### config.mk
export PLATFORM = sky130hd
export DESIGN_NAME = rational_add_multiply_reduce_core
export DESIGN_NICKNAME = d
export VERILOG_FILES = /design/src/hdl/rarm_pkg.sv /design/src/hdl/rarm_div.sv /design/src/hdl/rational_add_multiply_reduce_core.sv
export SDC_FILE = /design/constraint.sdc
export NUM_CORES = 2
export LEC_CHECK = 0
export ABC_AREA = 0
export BUFFER_PORTS_ARGS = -buffer_cell sky130_fd_sc_hd__buf_4
export CAP_MARGIN = 20
export CORE_ASPECT_RATIO = 0.7
export CORE_MARGIN = 8
export CORE_UTILIZATION = 65
export CTS_CLUSTER_SIZE = 30
export DETAILED_ROUTE_END_ITERATION = 8
export GPL_TIMING_DRIVEN = 0
export PLACE_DENSITY = 0.84
export SETUP_SLACK_MARGIN = 0.2
export SYNTH_ARGS = -nofsm -noshare
export SYNTH_HDL_FRONTEND = slang
export SYNTH_SLANG_ARGS = --single-unit
### constraint.sdc
create_clock -name clk -period 16.2 [get_ports clk]
set_input_delay 2.43 -clock clk [delete_from_list [all_inputs] [get_ports clk]]
set_output_delay 2.43 -clock clk [all_outputs]
set_load 0.02 [all_outputs]
### src/hdl/rarm_pkg.sv
// Shared types and constants for the rational add / multiply / reduce core.
// No dependencies; every other file in hdl/ refers to this package.
`timescale 1ns / 1ps
`default_nettype none

package rarm_pkg;

  localparam int OPERAND_WIDTH = 16;
  localparam int NUM_W         = 33;
  localparam int DEN_W         = 31;
  localparam int MAG_W         = 32;

  localparam logic [1:0] KIND_ADD = 2'd0;
  localparam logic [1:0] KIND_MUL = 2'd1;
  localparam logic [1:0] KIND_RED = 2'd2;
  // only the high bit of kind selects reduce, so kind 3 also reduces
  localparam int KIND_REDUCE_BIT = 1;

  typedef struct packed {
    logic [1:0]                      kind;
    logic signed [OPERAND_WIDTH-1:0] a_num;
    logic signed [OPERAND_WIDTH-1:0] a_den;
    logic signed [OPERAND_WIDTH-1:0] b_num;
    logic signed [OPERAND_WIDTH-1:0] b_den;
  } op_item_t;

  typedef struct packed {
    logic signed [NUM_W-1:0] res_num;
    logic [DEN_W-1:0]        res_den;
    logic                    zero_den_error;
  } res_item_t;

  typedef struct packed {
    logic             start;
    logic [MAG_W-1:0] dividend;
    logic [MAG_W-1:0] divisor;
  } div_req_t;

  typedef struct packed {
    logic             done;
    logic [MAG_W-1:0] quo;
    logic [MAG_W-1:0] rem;
  } div_rsp_t;

  typedef enum logic [3:0] {
    ST_IDLE,
    ST_MUL0,
    ST_MUL1,
    ST_MUL2,
    ST_PREP,
    ST_GCD_START,
    ST_GCD_WAIT,
    ST_QN_START,
    ST_QN_WAIT,
    ST_QD_START,
    ST_QD_WAIT,
    ST_FINISH
  } state_t;

endpackage

`default_nettype wire

### src/hdl/rarm_div.sv
// Restoring unsigned divider, one quotient bit per cycle.
// Depends on rarm_pkg (widths and request / response structs).
`timescale 1ns / 1ps
`default_nettype none

module rarm_div (
  input  wire logic              clk,
  input  wire logic              rst,
  input  wire rarm_pkg::div_req_t req,
  output rarm_pkg::div_rsp_t      rsp
);

  localparam int W    = rarm_pkg::MAG_W;
  localparam int CntW = $clog2(W);

  logic            busy;
  logic            done;
  logic [CntW-1:0] cnt;
  logic [W-1:0]    divisor;
  logic [W-1:0]    quo;
  logic [W-1:0]    rem;

  logic [W:0] shifted;
  logic [W:0] diff;
  logic       take;

  always_comb begin
    shifted = {rem, quo[W-1]};
    diff    = shifted - {1'b0, divisor};
    take    = ~diff[W];
  end

  always_ff @(posedge clk) begin
    if (rst) begin
      busy <= 1'b0;
      done <= 1'b0;
      cnt  <= '0;
    end else begin
      done <= 1'b0;
      if (req.start) begin
        busy    <= 1'b1;
        cnt     <= '0;
        quo     <= req.dividend;
        rem     <= '0;
        divisor <= req.divisor;
      end else if (busy) begin
        quo <= {quo[W-2:0], take};
        rem <= take ? diff[W-1:0] : shifted[W-1:0];
        cnt <= cnt + 1'b1;
        if (cnt == CntW'(W - 1)) begin
          busy <= 1'b0;
          done <= 1'b1;
        end
      end
    end
  end

  assign rsp.done = done;
  assign rsp.quo  = quo;
  assign rsp.rem  = rem;

endmodule

`default_nettype wire

### src/hdl/rational_add_multiply_reduce_core.sv
// Rational add / multiply / reduce core: sequencer, shared multiplier, Euclid control.
// Depends on rarm_pkg and rarm_div.
// Sequence: a zero denominator goes from MUL0 straight to FINISH, a zero numerator from PREP;
//   else k Euclid remainder steps (data dependent, <= ~46), then the divisions for num and den.
// Throughput: one item at a time, the next taken the cycle after the result loads.
// Reset (rst, synchronous): sequencer to idle, result channel empty, divider idle.
`timescale 1ns / 1ps
`default_nettype none

module rational_add_multiply_reduce_core (
  input  wire logic               clk,
  input  wire logic               rst,
  input  wire logic               op_valid,
  output logic                    op_stall,
  input  wire rarm_pkg::op_item_t op,
  output logic                    res_valid,
  input  wire logic               res_stall,
  output rarm_pkg::res_item_t     res
);

  localparam int OW = rarm_pkg::OPERAND_WIDTH;
  localparam int NW = rarm_pkg::NUM_W;
  localparam int MW = rarm_pkg::MAG_W;
  localparam int DW = rarm_pkg::DEN_W;

  rarm_pkg::state_t state, state_next;

  // captured operands
  rarm_pkg::op_item_t op_r;
  logic               err_r;

  // datapath
  logic signed [MW-1:0] prod;      // registered multiplier output
  logic signed [NW-1:0] acc;       // raw numerator for add / multiply
  logic [MW-1:0]        mn, md;    // magnitudes of raw numerator / denominator
  logic [MW-1:0]        x, y;      // Euclid pair; x ends as the gcd
  logic [MW-1:0]        qn, qd;
  logic                 neg;

  rarm_pkg::div_req_t div_req;
  rarm_pkg::div_rsp_t div_rsp;

  logic accept_in;
  logic only_a;
  logic is_add;
  logic out_free;

  assign accept_in = op_valid & ~op_stall;
  assign op_stall  = (state != rarm_pkg::ST_IDLE);
  assign only_a    = op_r.kind[rarm_pkg::KIND_REDUCE_BIT];
  assign is_add    = (op_r.kind == rarm_pkg::KIND_ADD);
  assign out_free  = ~res_valid | ~res_stall;

  // ---------------------------------------------------------------
  // Shared multiplier: one 16x16 signed product per cycle.
  //   MUL0: a_num * (add ? b_den : b_num)
  //   MUL1: a_den * b_num
  //   MUL2: a_den * b_den
  // ---------------------------------------------------------------
  logic signed [OW-1:0] ma, mb;
  logic signed [MW-1:0] mprod;

  always_comb begin
    case (state)
      rarm_pkg::ST_MUL0: begin
        ma = op_r.a_num;
        mb = is_add ? op_r.b_den : op_r.b_num;
      end
      rarm_pkg::ST_MUL1: begin
        ma = op_r.a_den;
        mb = op_r.b_num;
      end
      default: begin
        ma = op_r.a_den;
        mb = op_r.b_den;
      end
    endcase
    mprod = MW'(ma) * MW'(mb);
  end

  // raw fraction selected in PREP
  logic signed [NW-1:0] num_raw;
  logic signed [MW-1:0] den_raw;
  logic signed [NW-1:0] num_neg;
  logic signed [MW-1:0] den_neg;

  always_comb begin
    num_raw = only_a ? NW'(op_r.a_num) : acc;
    den_raw = only_a ? MW'(op_r.a_den) : prod;
    num_neg = -num_raw;
    den_neg = -den_raw;
  end

  // ---------------------------------------------------------------
  // Sequencer: next state and divider requests
  // ---------------------------------------------------------------
  always_comb begin
    state_next       = state;
    div_req.start    = 1'b0;
    div_req.dividend = x;
    div_req.divisor  = y;
    case (state)
      rarm_pkg::ST_IDLE:   if (accept_in) state_next = rarm_pkg::ST_MUL0;
      rarm_pkg::ST_MUL0:   state_next = err_r ? rarm_pkg::ST_FINISH : rarm_pkg::ST_MUL1;
      rarm_pkg::ST_MUL1:   state_next = rarm_pkg::ST_MUL2;
      rarm_pkg::ST_MUL2:   state_next = rarm_pkg::ST_PREP;
      rarm_pkg::ST_PREP: begin
        state_next = (num_raw == '0) ? rarm_pkg::ST_FINISH : rarm_pkg::ST_GCD_START;
      end
      rarm_pkg::ST_GCD_START: begin
        if (y == '0) begin
          state_next = rarm_pkg::ST_QN_START;
        end else begin
          div_req.start = 1'b1;
          state_next    = rarm_pkg::ST_GCD_WAIT;
        end
      end
      rarm_pkg::ST_GCD_WAIT: if (div_rsp.done) state_next = rarm_pkg::ST_GCD_START;
      rarm_pkg::ST_QN_START: begin
        div_req.start    = 1'b1;
        div_req.dividend = mn;
        div_req.divisor  = x;
        state_next       = rarm_pkg::ST_QN_WAIT;
      end
      rarm_pkg::ST_QN_WAIT: if (div_rsp.done) state_next = rarm_pkg::ST_QD_START;
      rarm_pkg::ST_QD_START: begin
        div_req.start    = 1'b1;
        div_req.dividend = md;
        div_req.divisor  = x;
        state_next       = rarm_pkg::ST_QD_WAIT;
      end
      rarm_pkg::ST_QD_WAIT: if (div_rsp.done) state_next = rarm_pkg::ST_FINISH;
      rarm_pkg::ST_FINISH: if (out_free) state_next = rarm_pkg::ST_IDLE;
      default: state_next = rarm_pkg::ST_IDLE;
    endcase
  end

  always_ff @(posedge clk) begin
    if (rst) begin
      state <= rarm_pkg::ST_IDLE;
    end else begin
      state <= state_next;
    end
  end

  // ---------------------------------------------------------------
  // Datapath registers
  // ---------------------------------------------------------------
  always_ff @(posedge clk) begin
    case (state)
      rarm_pkg::ST_IDLE: begin
        if (accept_in) begin
          op_r  <= op;
          err_r <= (op.a_den == '0) ||
                   (!op.kind[rarm_pkg::KIND_REDUCE_BIT] && (op.b_den == '0));
        end
      end
      rarm_pkg::ST_MUL0: begin
        prod <= mprod;
      end
      rarm_pkg::ST_MUL1: begin
        acc  <= NW'(prod);
        prod <= mprod;
      end
      rarm_pkg::ST_MUL2: begin
        if (is_add) acc <= acc + NW'(prod);
        prod <= mprod;
      end
      rarm_pkg::ST_PREP: begin
        // sign goes to the numerator, denominator made positive
        neg <= (num_raw == '0) ? 1'b0 : (num_raw[NW-1] ^ den_raw[MW-1]);
        mn  <= num_raw[NW-1] ? num_neg[MW-1:0] : num_raw[MW-1:0];
        md  <= den_raw[MW-1] ? den_neg : den_raw;
        x   <= num_raw[NW-1] ? num_neg[MW-1:0] : num_raw[MW-1:0];
        y   <= den_raw[MW-1] ? den_neg : den_raw;
        if (num_raw == '0) begin
          qn  <= '0;
          qd  <= MW'(1);
        end
      end
      rarm_pkg::ST_GCD_WAIT: begin
        if (div_rsp.done) begin
          x <= y;
          y <= div_rsp.rem;
        end
      end
      rarm_pkg::ST_QN_WAIT: if (div_rsp.done) qn <= div_rsp.quo;
      rarm_pkg::ST_QD_WAIT: if (div_rsp.done) qd <= div_rsp.quo;
      default: ;
    endcase
  end

  // ---------------------------------------------------------------
  // Result register: loaded from FINISH once the slot is free
  // ---------------------------------------------------------------
  logic signed [NW-1:0] qn_s;
  assign qn_s = $signed({1'b0, qn});

  always_ff @(posedge clk) begin
    if (rst) begin
      res_valid <= 1'b0;
    end else begin
      if (state == rarm_pkg::ST_FINISH && out_free) begin
        res_valid <= 1'b1;
      end else if (res_valid && !res_stall) begin
        res_valid <= 1'b0;
      end
    end
    if (state == rarm_pkg::ST_FINISH && out_free) begin
      if (err_r) begin
        res.res_num        <= '0;
        res.res_den        <= '0;
        res.zero_den_error <= 1'b1;
      end else begin
        res.res_num        <= neg ? -qn_s : qn_s;
        res.res_den        <= qd[DW-1:0];
        res.zero_den_error <= 1'b0;
      end
    end
  end

  rarm_div u_div (
    .clk (clk),
    .rst (rst),
    .req (div_req),
    .rsp (div_rsp)
  );

  // ---------------------------------------------------------------
  // Assertions
  // ---------------------------------------------------------------
  a_err_fields_zero: assert property (@(posedge clk) disable iff (rst)
    res_valid && res.zero_den_error |-> res.res_num == '0 && res.res_den == '0)
    else $error("error item with nonzero fields");

  a_den_positive: assert property (@(posedge clk) disable iff (rst)
    res_valid && !res.zero_den_error |-> res.res_den != '0)
    else $error("zero denominator on a good item");

  a_zero_num_den_one: assert property (@(posedge clk) disable iff (rst)
    res_valid && !res.zero_den_error && res.res_num == '0 |-> res.res_den == DW'(1))
    else $error("zero numerator without unit denominator");

  a_load_from_finish: assert property (@(posedge clk) disable iff (rst)
    $rose(res_valid) |-> $past(state) == rarm_pkg::ST_FINISH)
    else $error("result loaded outside finish");

  a_div_start_idle: assert property (@(posedge clk) disable iff (rst)
    div_req.start |=> !div_rsp.done)
    else $error("divider done right after start");

endmodule

`default_nettype wire

==> key figures <==
Place
  • GP Congestion: 1.04
  • Final HPWL DP: 77.7 mm
  • # port buffers: 135

Synthesis
  • Multiplexer area fraction after synthesis: 4.08%
  • Post-Syn Instances: 3,329
  • Mean Syn Cell Area: 10.6 sq um
  • Synthesized area: 35,200 sq um
  • Synth Area in Compound Gates: 8.54%
  • Sequential fraction of the synthesis area: 42.1%
  • Synth Area in Adders: 20.4%
  • Combinational family with the most area after synthesis: adder cells
  • Yosys reg bits: 497
  • EDFF count, synth: 485
  • Synth warn: 0
  • Synth Area in Simple Gates: 14.7%
  • Synth Net Count: 3,814
  • Ys flop type: edfxtp_1
  • Post-synthesis async set-or-reset flop share: 0%
  • Xor/xnor share of the synthesized area: 4.61%
  • Distinct cell type count after synthesis: 85

Die
  • Die Y: 211 microns
  • Initial Util: 65.6%
  • Core area: 53,600 sq um
  • I/O pin cnt: 137
  • Die footprint: 61,900 sq um
  • # rows: 71
  • Chip width: 294 microns

Cells and area
  • N_diodes: 0
  • Fillers: 3,616
  • Fraction of layout cells with a size suffix above 1: 9.88%
  • Layout area overhead: 11.6%
  • Largest regs: op_r x65, res x65, acc x33
  • Final nets: 4,030
  • Register area: 14,800 sq um
  • Post-route core utilization: 73.2%
  • Multi-input gate area: 18,400 sq um

STA
  • RSZ-0062 raised after global routing: no
  • Worst slew pin tran: 1.34 ns
  • Final Hold Fails: 0
  • Relative slew slack: 11.0%
  • Setup TNS: 0 ns
  • Clk_skew: 0.0403 ns
  • Achievable Freq: 94.1 MHz
  • Fin. max-slew vios: 0
  • Period utilization: 65.6%
  • Final min period: 10.63 ns
  • Count of final setup violators: 0

Route
  • Via Count: 26,600
  • WL/cell: 23.0 microns
  • Antenna viol nets, final: 0
  • Initial DRC Count: 3,541
  • DRC viols: 0
  • Pre-antenna DRT Iters: 6
  • Vias per cell: 6.17
  • DRT Wirelength: 99.4 mm

CTS
  • CTS H-tree lvls: 2
  • Clock latency on the worst-skew pair: 0.63 ns
  • Reg clk slew, reported paths: 0.07 ns
  • CTS buffer count: 46
  • Clk sinks: 497
  • PostCTS Resize Cnt: 0
  • CTS tree: done
  • CTS max path bufs: 3
  • Post-CTS Hold Buffers: 0
  • CTS Root Cell: clkbuf_16
  • Post-CTS Setup Inserts: 0

Critical path
  • Critical path depth: 31
  • Worst Reg-to-Reg Cells: 31
  • Critical path peak fanout: 10
  • RR Startpoint: only_a$_DFFE_PP_
  • Critical path class: reg2reg
  • CP endpoint kind: flip-flop
  • FF-to-FF setup slack: 5.57 ns
  • Slowest CP cell: a21oi_1
  • Most frequent CP cell: fa_1
  • Cell family with most CP delay: adder cells
  • Worst r2r dst: prod[30]$_DFFE_PP_
  • Required time worst endpoint: 16.55 ns
  • Buffers and inverters on the worst path: 11
  • Worst Setup EP: prod[30]$_DFFE_PP_
  • Arrival time at the worst endpoint: 10.97 ns
  • CP Launch Type: flip-flop
  • Critical Path Start: only_a$_DFFE_PP_
  • Slowest Stage Delay on Critical Path: 1.09 ns

GRT
  • First-pass GRT wire length: 153 mm
  • Largest net degree at the start of global routing: 68
  • Initial antenna violation count: 4
  • Vias in the first global route: 26,400
  • Global Route Usage Sum: 32.2%
  • GR Overflow Total: 0

Flow run
  • Max Cap Viol: 0

Hold path
  • Hold path start: mn[21]$_DFFE_PP_
  • Worst min-delay path class: reg2reg

Status
  • Status: finished, final reports clean
area by class of cell:
cell class	instances	share of cell area [%]
timing repair buffer	168	3.56
sequential	497	37.7
tap	730	2.33
buffer	127	1.38
clock buffer	55	3.05
clock inverter	31	1.32
inverter	375	3.59
multi-input combinational	2330	47.0
metrics by stage:
step | cell area, sq um | setup slack [ns] | hold slack (ns) | cells
floorplan | 35200 | 6.91 | 0.467 | 3329
global placement | 37100 | 2.83 | 0.479 | 4194
detailed placement | 37500 | 6.05 | 0.508 | 4220
CTS | 39200 | 5.95 | 0.514 | 4306
global route | 39200 | 5.52 | 0.545 | 4313
finish | 39200 | 5.57 | 0.517 | 4313
worst min-delay path, stage by stage (launching register included):
cell	delay, ns
edfxtp_1	0.32
nand2_1	0.05
o21ai_0	0.06
cells in the mapped netlist (12+ instances only):
cell | count | share of area [%]
and2_1 | 79 | 1.4
clkbuf_1 | 104 | 1.1
xnor2_1 | 75 | 1.9
o21ai_1 | 27 | 0.38
o31ai_1 | 43 | 0.92
nor3_1 | 40 | 0.57
or3_1 | 18 | 0.32
nor2_1 | 362 | 3.9
nand4_1 | 14 | 0.25
a21oi_1 | 101 | 1.4
or2_2 | 14 | 0.25
mux2i_1 | 79 | 2.2
dfxtp_1 | 12 | 0.68
mux2_2 | 52 | 1.7
xor2_1 | 110 | 2.7
ha_1 | 151 | 5.4
nor2b_1 | 43 | 0.77
o21ai_0 | 103 | 1.5
and3_1 | 14 | 0.25
inv_1 | 374 | 4.0
nand2b_1 | 37 | 0.66
nand3_1 | 29 | 0.41
nor4_1 | 27 | 0.48
a21o_1 | 47 | 1.0
fa_1 | 264 | 15
a211oi_1 | 15 | 0.32
a221oi_1 | 31 | 0.77
edfxtp_1 | 485 | 41
nor3b_1 | 18 | 0.38
nand2_1 | 416 | 4.4
cells by family (layout without fill, tap and decap cells):
| kind of cell | after synthesis | in the layout |
|---|---|---|
| xor gates and xnor gates | 185 | 185 |
| and+or+nand+nor | 1139 | 1139 |
| buffers and inverters | 502 | 756 |
| DFF | 497 | 497 |
| muxes | 136 | 136 |
| adders and majority gates | 415 | 415 |
| AOI/OAI and AO/OA | 455 | 455 |
metal layers:
layer | share of wire (%) | wire length [microns] | track usage (%)
met5 | 0.16 | 161 | 0
met4 | 2.4 | 2400 | 7.64
met3 | 16 | 15700 | 12.6
met2 | 41 | 41000 | 45.9
met1 | 40 | 40100 | 46.4
cell usage in the layout, fill, tap and decap left out, types with 39 or more instances in the layout:
cell type  netlist  routed
nor3_1          40      39
mux2_2          52      52
mux2i_1         79      79
nor2_1         362     360
inv_1          374     374
xor2_1         110     110
a21o_1          47      46
ha_1           151     151
o21ai_0        103     103
o31ai_1         43      43
a21oi_1        101     100
clkbuf_1       104     112
fa_1           264     264
and2_1          79      79
nand2_1        416     416
edfxtp_1       485     485
xnor2_1         75      75
clkbuf_16        0      46
buf_4            1     156
nor2b_1         43      43
worst min-delay path by stage:
stage | cells past startpoint | to | slack [ns]
6_report | 2 | u_div.quo[21]$_DFFE_PP_ | 0.52
5_1_grt | 2 | res_valid$_SDFFE_PP0P_ | 0.54
4_1_cts | 2 | u_div.quo[21]$_DFFE_PP_ | 0.51
3_5_place_dp | 2 | u_div.cnt[3]$_SDFFE_PP0P_ | 0.51
3_3_place_gp | 2 | u_div.cnt[4]$_SDFFE_PP0P_ | 0.48
2_1_floorplan | 2 | u_div.cnt[4]$_SDFFE_PP0P_ | 0.47
Power is left out: the tool's default activity adds up to more than one toggle a clock period on the data nets, which glitch-free logic cannot reach.
